--- config.mk ---
export PLATFORM = sky130hd
export DESIGN_NAME = text_terminal_line_assembler_top
export DESIGN_NICKNAME = d
export VERILOG_FILES = /design/src/hdl/ttla_pkg.sv /design/src/hdl/ttla_ram.sv /design/src/hdl/ttla_cfg.sv /design/src/hdl/text_terminal_line_assembler_top.sv
export SDC_FILE = /design/constraint.sdc
export NUM_CORES = 2
export LEC_CHECK = 0
export ABC_CLOCK_PERIOD_IN_PS = 3650
export BUFFER_PORTS_ARGS = -buffer_cell sky130_fd_sc_hd__buf_2
export CORE_UTILIZATION = 50
export DETAILED_ROUTE_END_ITERATION = 10
export PLACE_DENSITY = 0.68
export SLEW_MARGIN = 0
export SYNTH_ARGS = -nofsm -noshare
export SYNTH_HDL_FRONTEND = slang
export SYNTH_SLANG_ARGS = --single-unit
--- constraint.sdc ---
create_clock -name clk -period 3.65 [get_ports clk]
set_input_delay 0.9125 -clock clk [delete_from_list [all_inputs] [get_ports clk]]
set_output_delay 0.9125 -clock clk [all_outputs]
set_load 0.05 [all_outputs]
--- src/hdl/ttla_pkg.sv ---
`default_nettype none

package ttla_pkg;

    localparam int CFG_INDEX_W = 3;

    localparam logic [CFG_INDEX_W-1:0] REG_COLOUR_MODE      = 3'd0;
    localparam logic [CFG_INDEX_W-1:0] REG_FORE_COLOUR      = 3'd1;
    localparam logic [CFG_INDEX_W-1:0] REG_BACK_COLOUR      = 3'd2;
    localparam logic [CFG_INDEX_W-1:0] REG_SCROLLBACK_LINES = 3'd3;
    localparam logic [CFG_INDEX_W-1:0] REG_BACKSPACE_CODE   = 3'd4;
    localparam logic [CFG_INDEX_W-1:0] REG_CR_CODE          = 3'd5;

    localparam logic [7:0] SPACE_CODE = 8'd32;
    localparam logic [7:0] LF_CODE    = 8'd10;

    localparam logic       RST_COLOUR_MODE      = 1'b1;
    localparam logic [3:0] RST_FORE_COLOUR      = 4'd15;
    localparam logic [3:0] RST_BACK_COLOUR      = 4'd0;
    localparam logic [7:0] RST_SCROLLBACK_LINES = 8'd200;
    localparam logic [7:0] RST_BACKSPACE_CODE   = 8'd8;
    localparam logic [7:0] RST_CR_CODE          = 8'd13;

    typedef struct packed {
        logic       colour_mode;
        logic [3:0] fore_colour;
        logic [3:0] back_colour;
        logic [7:0] scrollback_lines;
        logic [7:0] backspace_code;
        logic [7:0] cr_code;
    } cfg_t;

endpackage

`default_nettype wire

--- src/hdl/ttla_ram.sv ---
`default_nettype none

module ttla_ram #(
    parameter int WIDTH = 8,
    parameter int DEPTH = 64
) (
    input  wire logic                     clk,
    input  wire logic                     wr_en,
    input  wire logic [$clog2(DEPTH)-1:0] wr_addr,
    input  wire logic [WIDTH-1:0]         wr_data,
    input  wire logic                     rd_en,
    input  wire logic [$clog2(DEPTH)-1:0] rd_addr,
    output logic      [WIDTH-1:0]         rd_data
);

    logic [WIDTH-1:0] mem_reg [DEPTH];

    always_ff @(posedge clk)
    begin
        if (wr_en)
        begin
            mem_reg[wr_addr] <= wr_data;
        end
        if (rd_en)
        begin
            rd_data <= mem_reg[rd_addr];
        end
    end

endmodule

`default_nettype wire

--- src/hdl/ttla_cfg.sv ---
`default_nettype none

module ttla_cfg (
    input  wire logic                              clk,
    input  wire logic                              rst_n,
    input  wire logic                              cfg_valid,
    output logic                                   cfg_ready,
    input  wire logic [ttla_pkg::CFG_INDEX_W-1:0]  cfg_index,
    input  wire logic [7:0]                        cfg_data,
    output ttla_pkg::cfg_t                         cfg
);

    ttla_pkg::cfg_t cfg_reg;
    ttla_pkg::cfg_t cfg_next;

    assign cfg_ready = 1'b1;
    assign cfg       = cfg_reg;

    always_comb
    begin
        cfg_next = cfg_reg;
        if (cfg_valid)
        begin
            unique case (cfg_index)
                ttla_pkg::REG_COLOUR_MODE:      cfg_next.colour_mode      = cfg_data[0];
                ttla_pkg::REG_FORE_COLOUR:      cfg_next.fore_colour      = cfg_data[3:0];
                ttla_pkg::REG_BACK_COLOUR:      cfg_next.back_colour      = cfg_data[3:0];
                ttla_pkg::REG_SCROLLBACK_LINES: cfg_next.scrollback_lines = cfg_data;
                ttla_pkg::REG_BACKSPACE_CODE:   cfg_next.backspace_code   = cfg_data;
                ttla_pkg::REG_CR_CODE:          cfg_next.cr_code          = cfg_data;
                default:                        cfg_next = cfg_reg;
            endcase
        end
    end

    always_ff @(posedge clk or negedge rst_n)
    begin
        if (!rst_n)
        begin
            cfg_reg.colour_mode      <= ttla_pkg::RST_COLOUR_MODE;
            cfg_reg.fore_colour      <= ttla_pkg::RST_FORE_COLOUR;
            cfg_reg.back_colour      <= ttla_pkg::RST_BACK_COLOUR;
            cfg_reg.scrollback_lines <= ttla_pkg::RST_SCROLLBACK_LINES;
            cfg_reg.backspace_code   <= ttla_pkg::RST_BACKSPACE_CODE;
            cfg_reg.cr_code          <= ttla_pkg::RST_CR_CODE;
        end
        else
        begin
            cfg_reg <= cfg_next;
        end
    end

endmodule

`default_nettype wire

--- src/hdl/text_terminal_line_assembler_top.sv ---
// An ordinary character or backspace gives its acknowledge from the output register. A line
// flush sends its cells through the memory read register, then the output register, one per
// cycle while out_stall is low. Throughput: one character per cycle while in_stall is low;
// a flush stalls input while the single read port of the cell memories walks each cell.
// Reset: asynchronous, active low; cells read as blank with attribute 0x0F through per-cell
// valid bits, so no clearing pass is needed and the block takes items right after reset.
`default_nettype none

module text_terminal_line_assembler_top #(
    parameter int CHARS_PER_LINE = 60
) (
    input  wire logic                              clk,
    input  wire logic                              rst_n,
    input  wire logic                              in_valid,
    output logic                                   in_stall,
    input  wire logic [7:0]                        char_code,
    output logic                                   out_valid,
    input  wire logic                              out_stall,
    output logic                                   is_line_write,
    output logic                                   status,
    output logic [14:0]                            cell_address,
    output logic [7:0]                             cell_char,
    output logic [7:0]                             cell_attr,
    output logic [7:0]                             line_slot,
    output logic [7:0]                             lines_held,
    output logic                                   last,
    input  wire logic                              cfg_valid,
    output logic                                   cfg_ready,
    input  wire logic [ttla_pkg::CFG_INDEX_W-1:0]  cfg_index,
    input  wire logic [7:0]                        cfg_data
);

    localparam int IDX_W = $clog2(CHARS_PER_LINE);
    localparam int CUR_W = $clog2(CHARS_PER_LINE + 1);

    typedef enum logic {ST_IDLE, ST_EMIT} state_t;

    ttla_pkg::cfg_t cfg;

    ttla_cfg u_cfg (
        .clk       (clk),
        .rst_n     (rst_n),
        .cfg_valid (cfg_valid),
        .cfg_ready (cfg_ready),
        .cfg_index (cfg_index),
        .cfg_data  (cfg_data),
        .cfg       (cfg)
    );

    state_t                  state_reg;
    logic [CUR_W-1:0]        cursor_reg;
    logic [7:0]              ring_slot_reg;
    logic [7:0]              line_total_reg;
    logic [7:0]              flush_slot_reg;
    logic [IDX_W-1:0]        idx_reg;
    logic [14:0]             addr_run_reg;
    logic [CHARS_PER_LINE-1:0] char_vld_reg;
    logic [CHARS_PER_LINE-1:0] attr_vld_reg;
    logic                    char_vld_q_reg;
    logic                    attr_vld_q_reg;
    logic [7:0]              blank_attr_reg;

    logic                    out_valid_reg;
    logic                    is_line_write_reg;
    logic                    status_reg;
    logic [14:0]             cell_address_reg;
    logic [7:0]              cell_char_reg;
    logic [7:0]              cell_attr_reg;
    logic [7:0]              line_slot_reg;
    logic [7:0]              lines_held_reg;
    logic                    last_reg;

    logic [7:0]        cur_attr;
    logic              out_free;
    logic              in_xfer;
    logic              is_flush;
    logic              is_bs;
    logic [IDX_W-1:0]  cur_idx;
    logic              wr_char_en;
    logic              wr_attr_en;
    logic [7:0]        wr_char;
    logic              rd_en;
    logic [IDX_W-1:0]  rd_addr;
    logic [7:0]        ch_rdata;
    logic [7:0]        at_rdata;
    logic [8:0]        total_inc;
    logic [7:0]        total_new;
    logic [8:0]        slot_inc;
    logic [14:0]       line_base;
    logic              emit_last;

    assign cur_attr  = {cfg.back_colour, cfg.fore_colour};
    assign out_free  = !out_valid_reg || !out_stall;
    assign in_stall  = (state_reg != ST_IDLE) || !out_free;
    assign in_xfer   = in_valid && !in_stall;
    assign cur_idx   = cursor_reg[IDX_W-1:0];
    assign is_flush  = (cursor_reg == CUR_W'(CHARS_PER_LINE))
                       || (char_code == cfg.cr_code) || (char_code == ttla_pkg::LF_CODE);
    assign is_bs     = (char_code == cfg.backspace_code);
    assign emit_last = (idx_reg == IDX_W'(CHARS_PER_LINE - 1));

    // Backspace blanks the cell under the cursor; column 0 leaves the line untouched.
    assign wr_char_en = in_xfer && !is_flush && (!is_bs || (cursor_reg != '0));
    assign wr_attr_en = wr_char_en && cfg.colour_mode;
    assign wr_char    = is_bs ? ttla_pkg::SPACE_CODE : char_code;

    assign total_inc = {1'b0, line_total_reg} + 9'd1;
    assign total_new = (total_inc >= {1'b0, cfg.scrollback_lines})
                       ? cfg.scrollback_lines : total_inc[7:0];
    assign slot_inc  = {1'b0, ring_slot_reg} + 9'd1;
    assign line_base = 15'({7'b0, ring_slot_reg} * 15'(CHARS_PER_LINE));

    always_comb
    begin
        rd_en   = 1'b0;
        rd_addr = '0;
        if (in_xfer && is_flush)
        begin
            rd_en = 1'b1;
        end
        else if (state_reg == ST_EMIT && out_free && !emit_last)
        begin
            rd_en   = 1'b1;
            rd_addr = idx_reg + IDX_W'(1);
        end
    end

    ttla_ram #(
        .WIDTH (8),
        .DEPTH (CHARS_PER_LINE)
    ) u_char_ram (
        .clk     (clk),
        .wr_en   (wr_char_en),
        .wr_addr (cur_idx),
        .wr_data (wr_char),
        .rd_en   (rd_en),
        .rd_addr (rd_addr),
        .rd_data (ch_rdata)
    );

    ttla_ram #(
        .WIDTH (8),
        .DEPTH (CHARS_PER_LINE)
    ) u_attr_ram (
        .clk     (clk),
        .wr_en   (wr_attr_en),
        .wr_addr (cur_idx),
        .wr_data (cur_attr),
        .rd_en   (rd_en),
        .rd_addr (rd_addr),
        .rd_data (at_rdata)
    );

    always_ff @(posedge clk or negedge rst_n)
    begin
        if (!rst_n)
        begin
            state_reg         <= ST_IDLE;
            cursor_reg        <= '0;
            ring_slot_reg     <= '0;
            line_total_reg    <= 8'd1;
            flush_slot_reg    <= '0;
            addr_run_reg      <= '0;
            char_vld_reg      <= '0;
            attr_vld_reg      <= '0;
            char_vld_q_reg    <= 1'b0;
            attr_vld_q_reg    <= 1'b0;
            blank_attr_reg    <= {ttla_pkg::RST_BACK_COLOUR, ttla_pkg::RST_FORE_COLOUR};
            out_valid_reg     <= 1'b0;
            is_line_write_reg <= 1'b0;
            status_reg        <= 1'b0;
            cell_address_reg  <= '0;
            cell_char_reg     <= '0;
            cell_attr_reg     <= '0;
            line_slot_reg     <= '0;
            lines_held_reg    <= '0;
            last_reg          <= 1'b0;
            idx_reg           <= '0;
        end
        else
        begin
            // A free output register takes an acknowledge or the next cell, else it empties.
            if (out_free)
            begin
                out_valid_reg <= (in_xfer && !is_flush) || (state_reg == ST_EMIT);
            end
            if (rd_en)
            begin
                char_vld_q_reg <= char_vld_reg[rd_addr];
                attr_vld_q_reg <= attr_vld_reg[rd_addr];
            end
            if (wr_char_en)
            begin
                char_vld_reg[cur_idx] <= 1'b1;
            end
            if (wr_attr_en)
            begin
                attr_vld_reg[cur_idx] <= 1'b1;
            end

            unique case (state_reg)
                ST_IDLE:
                begin
                    if (in_xfer && is_flush)
                    begin
                        state_reg      <= ST_EMIT;
                        idx_reg        <= '0;
                        flush_slot_reg <= ring_slot_reg;
                        addr_run_reg   <= cfg.colour_mode ? {line_base[13:0], 1'b0}
                                                          : line_base;
                        line_total_reg <= total_new;
                        cursor_reg     <= '0;
                        ring_slot_reg  <= (slot_inc >= {1'b0, cfg.scrollback_lines})
                                          ? 8'd0 : slot_inc[7:0];
                    end
                    else if (in_xfer)
                    begin
                        if (!is_bs)
                        begin
                            cursor_reg <= cursor_reg + CUR_W'(1);
                        end
                        else if (cursor_reg != '0)
                        begin
                            cursor_reg <= cursor_reg - CUR_W'(1);
                        end
                        is_line_write_reg <= 1'b0;
                        status_reg        <= 1'b0;
                        cell_address_reg  <= '0;
                        cell_char_reg     <= '0;
                        cell_attr_reg     <= '0;
                        line_slot_reg     <= ring_slot_reg;
                        lines_held_reg    <= line_total_reg;
                        last_reg          <= 1'b1;
                    end
                end
                ST_EMIT:
                begin
                    if (out_free)
                    begin
                        is_line_write_reg <= 1'b1;
                        status_reg        <= 1'b1;
                        cell_address_reg  <= addr_run_reg;
                        cell_char_reg     <= char_vld_q_reg ? ch_rdata : ttla_pkg::SPACE_CODE;
                        cell_attr_reg     <= !cfg.colour_mode ? 8'd0
                                             : (attr_vld_q_reg ? at_rdata : blank_attr_reg);
                        line_slot_reg     <= flush_slot_reg;
                        lines_held_reg    <= line_total_reg;
                        last_reg          <= emit_last;
                        addr_run_reg      <= addr_run_reg + (cfg.colour_mode ? 15'd2 : 15'd1);
                        idx_reg           <= idx_reg + IDX_W'(1);
                        if (emit_last)
                        begin
                            // The line is blanked in one step with the colours of this moment.
                            state_reg      <= ST_IDLE;
                            char_vld_reg   <= '0;
                            attr_vld_reg   <= '0;
                            blank_attr_reg <= cur_attr;
                        end
                    end
                end
                default:
                begin
                    state_reg <= ST_IDLE;
                end
            endcase
        end
    end

    assign out_valid     = out_valid_reg;
    assign is_line_write = is_line_write_reg;
    assign status        = status_reg;
    assign cell_address  = cell_address_reg;
    assign cell_char     = cell_char_reg;
    assign cell_attr     = cell_attr_reg;
    assign line_slot     = line_slot_reg;
    assign lines_held    = lines_held_reg;
    assign last          = last_reg;

    a_cursor_range: assert property (@(posedge clk) disable iff (!rst_n)
        cursor_reg <= CUR_W'(CHARS_PER_LINE))
        else $error("cursor beyond end of line");

    a_flush_holds_input: assert property (@(posedge clk) disable iff (!rst_n)
        (in_xfer && is_flush) |=> in_stall)
        else $error("input not held during line flush");

    a_ack_is_last: assert property (@(posedge clk) disable iff (!rst_n)
        (out_valid_reg && !is_line_write_reg) |-> last_reg)
        else $error("acknowledge without last mark");

    a_slot_stable: assert property (@(posedge clk) disable iff (!rst_n)
        !(in_xfer && is_flush) |=> $stable(ring_slot_reg))
        else $error("ring slot moved outside a flush");

    a_no_write_in_flush: assert property (@(posedge clk) disable iff (!rst_n)
        (state_reg == ST_EMIT) |-> !wr_char_en)
        else $error("cell written while the line is being flushed");

endmodule

`default_nettype wire
After elaboration in Yosys (flattened, before gate mapping). Memory sizes are Yosys's and may differ from the RTL's. A register that Yosys moved wholly into a read port is not among the register bits. Cells that the tools add are included.

Output and inout port bits: 53. Latch bits: 0. Memories: 2. Register bits after elaboration: 265. Memory bits (writable): 960. Input port bits: 24. Memory bits (read-only): 0. Logic and storage cells: 163.

Shifts and indexed selects: 0. Multiply operators: 1. Mux-type cells: 70. Bitwise operators: 3. Magnitude comparators: 5. Eq/ne operators: 15. Add/subtract/negate cells: 6. Reductions and logical operators: 35. Divide/modulo/power cells: 0.

Memories: u_attr_ram.mem_reg (depth 60, width 8, rd ports 1, clocked after memory_dff 1, wr ports 1, RTL line ttla_ram.sv:16) `logic [WIDTH-1:0] mem_reg [DEPTH];`; u_char_ram.mem_reg (depth 60, width 8, rd ports 1, clocked after memory_dff 1, wr ports 1, RTL line ttla_ram.sv:16).

Operator list (count): 60-bit two-way mux (8); 8-bit two-way mux (16); 60-bit bitwise OR (2); 15-bit two-way mux (6); 8-bit case mux with 2 select lines (4); 15-bit case mux with 2 select lines (2); 6-bit two-way mux (8); 8-bit by 1-bit adder with 9-bit output, second input constant (2); 9-bit by 8-bit greater-or-equal comparator with 1-bit output (2); 1-bit two-way mux (18); 8-bit == test (2); 2-bit AND reduction (8); 15-bit by 2-bit adder with 15-bit output (1); 6-bit by 7-bit less-than comparator with 1-bit output, second input constant (2); 6-bit by 1-bit adder with 6-bit output, second input constant (2); 1-bit binary-select mux with 6-bit select (2); 6-bit == test, second input constant (2); 8-bit by 4-bit multiplier with 12-bit output, second input constant (1); 6-bit case mux with 2 select lines (1); 3-bit AND reduction (3); 8-bit by 4-bit == test with 1-bit output, second input constant (1); 1-bit logical AND (8); 1-bit logical NOT (7); 1-bit demux with 6-bit select (1); other kinds (15) (26).

Logic depth before layout (Yosys ltp).
Word-level depth: 13. Mapped depth: 14. Mapped depth without buffers: 13.

Hierarchy. Synthesis repeated with hierarchy kept, for this count alone.

Cells, all modules: 3238. Area total of the unflattened synthesis: 52810.6 um^2.

By module, submodules not included: ttla_ram (instances 2, area each 19319.8 um^2, cells each 925, sequential area each 14654.1 um^2); text_terminal_line_assembler_top (instances 1, area each 12829.8 um^2, cells each 1313, sequential area each 5811.8 um^2); ttla_cfg (instances 1, area each 1341.3 um^2, cells each 75, sequential area each 840.8 um^2).

Least setup slack after synthesis. No wires, ideal clock.

Kind: reg-to-reg. Start point: register ring_slot_reg[1]. End point: register addr_run_reg[12]. Buffers on the path: 0. Stages on the path, launching flop included: 12. Setup time: 126 ps. Setup slack: 237 ps. Required time: 3524 ps. Arrival: 3287 ps. Clock period less this slack: 3413 ps. Path through: dfrtp_1 -> fa_1 -> xor2_1 -> ha_1 -> fa_1 -> a21o_1 -> a21oi_1 -> nor2b_1 -> o21a_1 -> o41ai_1 -> xnor2_1 -> a221o_1.

Word-level cells in the longest chain between the ends: 4.

RTL lines: from (decl) (RTL line text_terminal_line_assembler_top.sv:52) `logic [7:0] ring_slot_reg;`; from (signal assigned) (RTL line text_terminal_line_assembler_top.sv:213) `ring_slot_reg <= (slot_inc >= {1'b0, cfg.scrollback_lines})`; 8-bit by 4-bit multiplier with 12-bit output (RTL line text_terminal_line_assembler_top.sv:111) `assign line_base = 15'({7'b0, ring_slot_reg} * 15'(CHARS_PER_LINE));`; 15-bit two-way mux (RTL line text_terminal_line_assembler_top.sv:209) `addr_run_reg <= cfg.colour_mode ? {line_base[13:0], 1'b0}`; 15-bit two-way mux (RTL line text_terminal_line_assembler_top.sv:204) `if (in_xfer && is_flush)`; 15-bit case mux with 2 select lines (RTL line text_terminal_line_assembler_top.sv:201) `unique case (state_reg)`; to (signal assigned) (RTL line text_terminal_line_assembler_top.sv:209); to (signal assigned) (RTL line text_terminal_line_assembler_top.sv:249) `addr_run_reg <= addr_run_reg + (cfg.colour_mode ? 15'd2 : 15'd1);`; to (decl) (RTL line text_terminal_line_assembler_top.sv:56) `logic [14:0] addr_run_reg;`.

Every way passes these cells. The select of a mux whose other input is x is not followed. A chain may end at the register's enable or synchronous reset.

Worst setup path in the final report.
Start point: register idx_reg[1]. End point: register u_char_ram.rd_data[1], read port of u_char_ram.mem_reg (data pin).

Word-level cells in the longest chain between the ends: 5. Elaborated cells on any way between the ends: 8. Those cells by class: add/sub: 1; eq/ne: 1; mux: 4; reduce/logical: 2.

RTL lines: from (decl) (RTL line text_terminal_line_assembler_top.sv:55) `logic [IDX_W-1:0] idx_reg;`; from (signal assigned) (RTL line text_terminal_line_assembler_top.sv:250) `idx_reg <= idx_reg + IDX_W'(1);`; branches (longest 5 deep; another with 6-bit by 1-bit adder with 6-bit output); to (decl) (RTL line ttla_ram.sv:13) `output logic [WIDTH-1:0] rd_data`.

Parallel ways; which one is timed is not known.

==> metrics.txt <==
dpl ws=-268 ps; ordered cell list for the critical path=ha_2, buf_4, and4b_1, buf_4, a21oi_2, buf_4, nand2b_2, nand2_1, nor4_1, buf_4, a221oi_1; Crit path max-delay family=simple AND/OR/NAND/NOR gates; Antenna diodes=0; Detailed Route Iter0 Violations=4645; CTS tree=built; Synth Flop Type=edfxtp_1; status=complete, but fails checks; netlist area before placement=0.0519 mm2; RSZ-0062 raised after global routing=false; area share of the largest cell type after synthesis=0.565; post-route antenna net violation count=0; Yosys top cell by area=edfxtp_1; vias in the first global route=33503; setup ws final=177 ps; Storage cell area=0.0360 mm2; Worst-Margin Slew=1180 ps; worst endpoint required time=4090 ps; Hold Path Class=primary input to asynchronous set/reset pin; synthesis-to-finish area growth=15.8%; drt drc=1; hpwl dp=95.7 mm; fillers=7892; Worst setup EP type=flip-flop; top cells by area, synth=edfxtp_1 57%, dfrtp_1 12%, nand2_1 5.9%, mux2i_1 2.7%, o21a_1 1.8%; Setup CP Type=flip-flop to flip-flop; Worst R2R Path Depth=11; Crit-path slowest cell=nor4_1; IO Pins=77; Placeable Area=0.102 mm2; R2R setup slack=180 ps; count leader, synth=edfxtp_1; Layout Utilization=0.587; Die W=324 um; initial antenna violation count=1; Final setup viols=0; reg2reg end=u_char_ram.rd_data[1]$_DFFE_PP_; endpoints failing hold=0; Max stage delay on crit path=700 ps; min Tclk post-route=3470 ps; Peak VDD IR=0.473 mV; Slew Viols, Final=0; Worst setup startpoint=idx_reg[1]$_DFFE_PN0P_; Routed WL=147 mm; max frequency=288 MHz; post-detailed-route wirelength per cell=25.7 um; sequential share of the synthesized area=0.693; Final #Nets=4308; Yosys reg bits=1241; critical path depth=11; Via density=6.05; buffer and inverter count on the worst path=4; first-pass GRT wire length=218 mm; Synth Instances=3911; Async SR Flop Fraction=0.214; area occupied by multi-input gates=0.0147 mm2; CTS Sinks=1241; r2r startpoint=idx_reg[1]$_DFFE_PN0P_; failing checks=DRC; largest net degree at the start of global routing=129; htree depth=3; Placer Congestion=0.909; row count=117; most frequent CP cell=buf_4; CTS buffer count=117; DR pass1 iterations=9; Total GRT Usage=0.282; Clock Skew=21.3 ps; Unique masters post-synth=87; DIE AREA=0.105 mm2; layout cells sized above 1=0.174; EDFF count, synth=976; syn_nets=3994; Port-buffer cells=75; Worst-path clk slew=60 ps; Power Density=628 mW/mm2; leakage=22.6 nW; root buf cell=clkbuf_16; yosys warns=0; syn avg cell area=13.3 um2; Crit Path Max Fanout=10; Initial Utilization=0.507; max_cap viols=0; slew margin rel.=0.203; Startpoint Class=flip-flop; CP arrival=3920 ps; worst setup path endpoint=u_char_ram.rd_data[1]$_DFFE_PP_; Max clock buf depth=3; Die H=324 um; Synth top cells by count=976 x edfxtp_1, 820 x nand2_1, 248 x dfrtp_1; Clk Latency, worst-skew pair=710 ps; via count=34464; total grt overflow=0; fin crit share=0.951
-- cell usage in the layout, fill, tap and decap left out, types with 52 or more instances in the layout --
master     count
a311oi_1      65
a211oi_1      52
a21oi_1      125
o21ai_0       92
buf_2         74
nand2_1      819
dfrtp_1      243
buf_4        323
and3_1        77
nor2_1       154
mux2i_1      138
edfxtp_1     976
clkbuf_16    121
o21a_1       122
nand3_1      160
-- per-layer routing --
metal,track usage,vias up,wire [um]
met2,0.446,1687,68700
li1,-,15132,-
met3,0.0443,301,13000
met5,0,-,14
met4,0.0999,2,5570
met1,0.396,17342,59500
-- cell families (layout without fill, tap and decap cells) --
kind of cell / Yosys count / after routing / synth area share
AO/OA/AOI/OAI: 670 / 670 / 0.0912
XOR/XNOR: 47 / 47 / 0.00808
adder cells (fa/ha/maj): 59 / 59 / 0.0163
buffers and inverters: 296 / 714 / 0.0260
flip-flops: 1241 / 1241 / 0.693
AND/OR/NAND/NOR: 1392 / 1392 / 0.117
multiplexers: 205 / 205 / 0.0477
other: 1 / 1 / 0.0000723
-- power by group --
part           total (mW)  leakage, nW  internal [mW]  switching, mW
Combinational        8.28         8.50           2.97           5.31
Clock                12.4         1.91           7.09           5.26
Sequential           17.1         12.2           16.3          0.838
-- worst register-to-register path, stage by stage, from the launching register on --
cell	delay, ps
dfrtp_1	370
ha_2	180
buf_4	160
and4b_1	330
buf_4	230
a21oi_2	90
buf_4	160
nand2b_2	330
nand2_1	380
nor4_1	700
buf_4	220
a221oi_1	60
-- worst min path at each step --
stage	end	slack, ps
global placement	blank_attr_reg[0]$_DFFE_PN1P_	450
detailed placement	blank_attr_reg[1]$_DFFE_PN1P_	450
floorplan	blank_attr_reg[0]$_DFFE_PN1P_	440
global route	lines_held[3]$_DFFE_PN0P_	230
CTS	lines_held[2]$_DFFE_PN0P_	220
finish	u_cfg.cfg[26]$_DFFE_PN0P_	200
-- cell type report --
type,count,share of cell area
sequential,1241,0.599
inverter,51,0.00319
timing repair buffer,440,0.0608
multi-input combinational,2374,0.244
tap,1368,0.0285
clock buffer,160,0.0543
clock inverter,63,0.0103
-- per-stage QoR --
stage / std cells / area, um2 / total power [mW] / hold WS [ps] / setup TNS [ps]
after detailed placement: 5471 / 56100 / 25.5 / 450 / -1130
after global routing: 5697 / 60100 / 39.0 / 230 / 0
final: 5697 / 60100 / 37.7 / 201 / 0
after CTS: 5697 / 60000 / 37.7 / 218 / 0
after floorplan: 3911 / 51900 / 22.1 / 439 / 0
after global placement: 5471 / 56100 / 25.3 / 446 / -1090
-- repair_timing --
item	4_1_cts	5_1_grt
hold buffers	0	0
gates resized for setup	1	4
pin swaps	1	1
buffers inserted	3	0
setup endpoints to repair	3	3
Power figures use the tool's default switching activity.
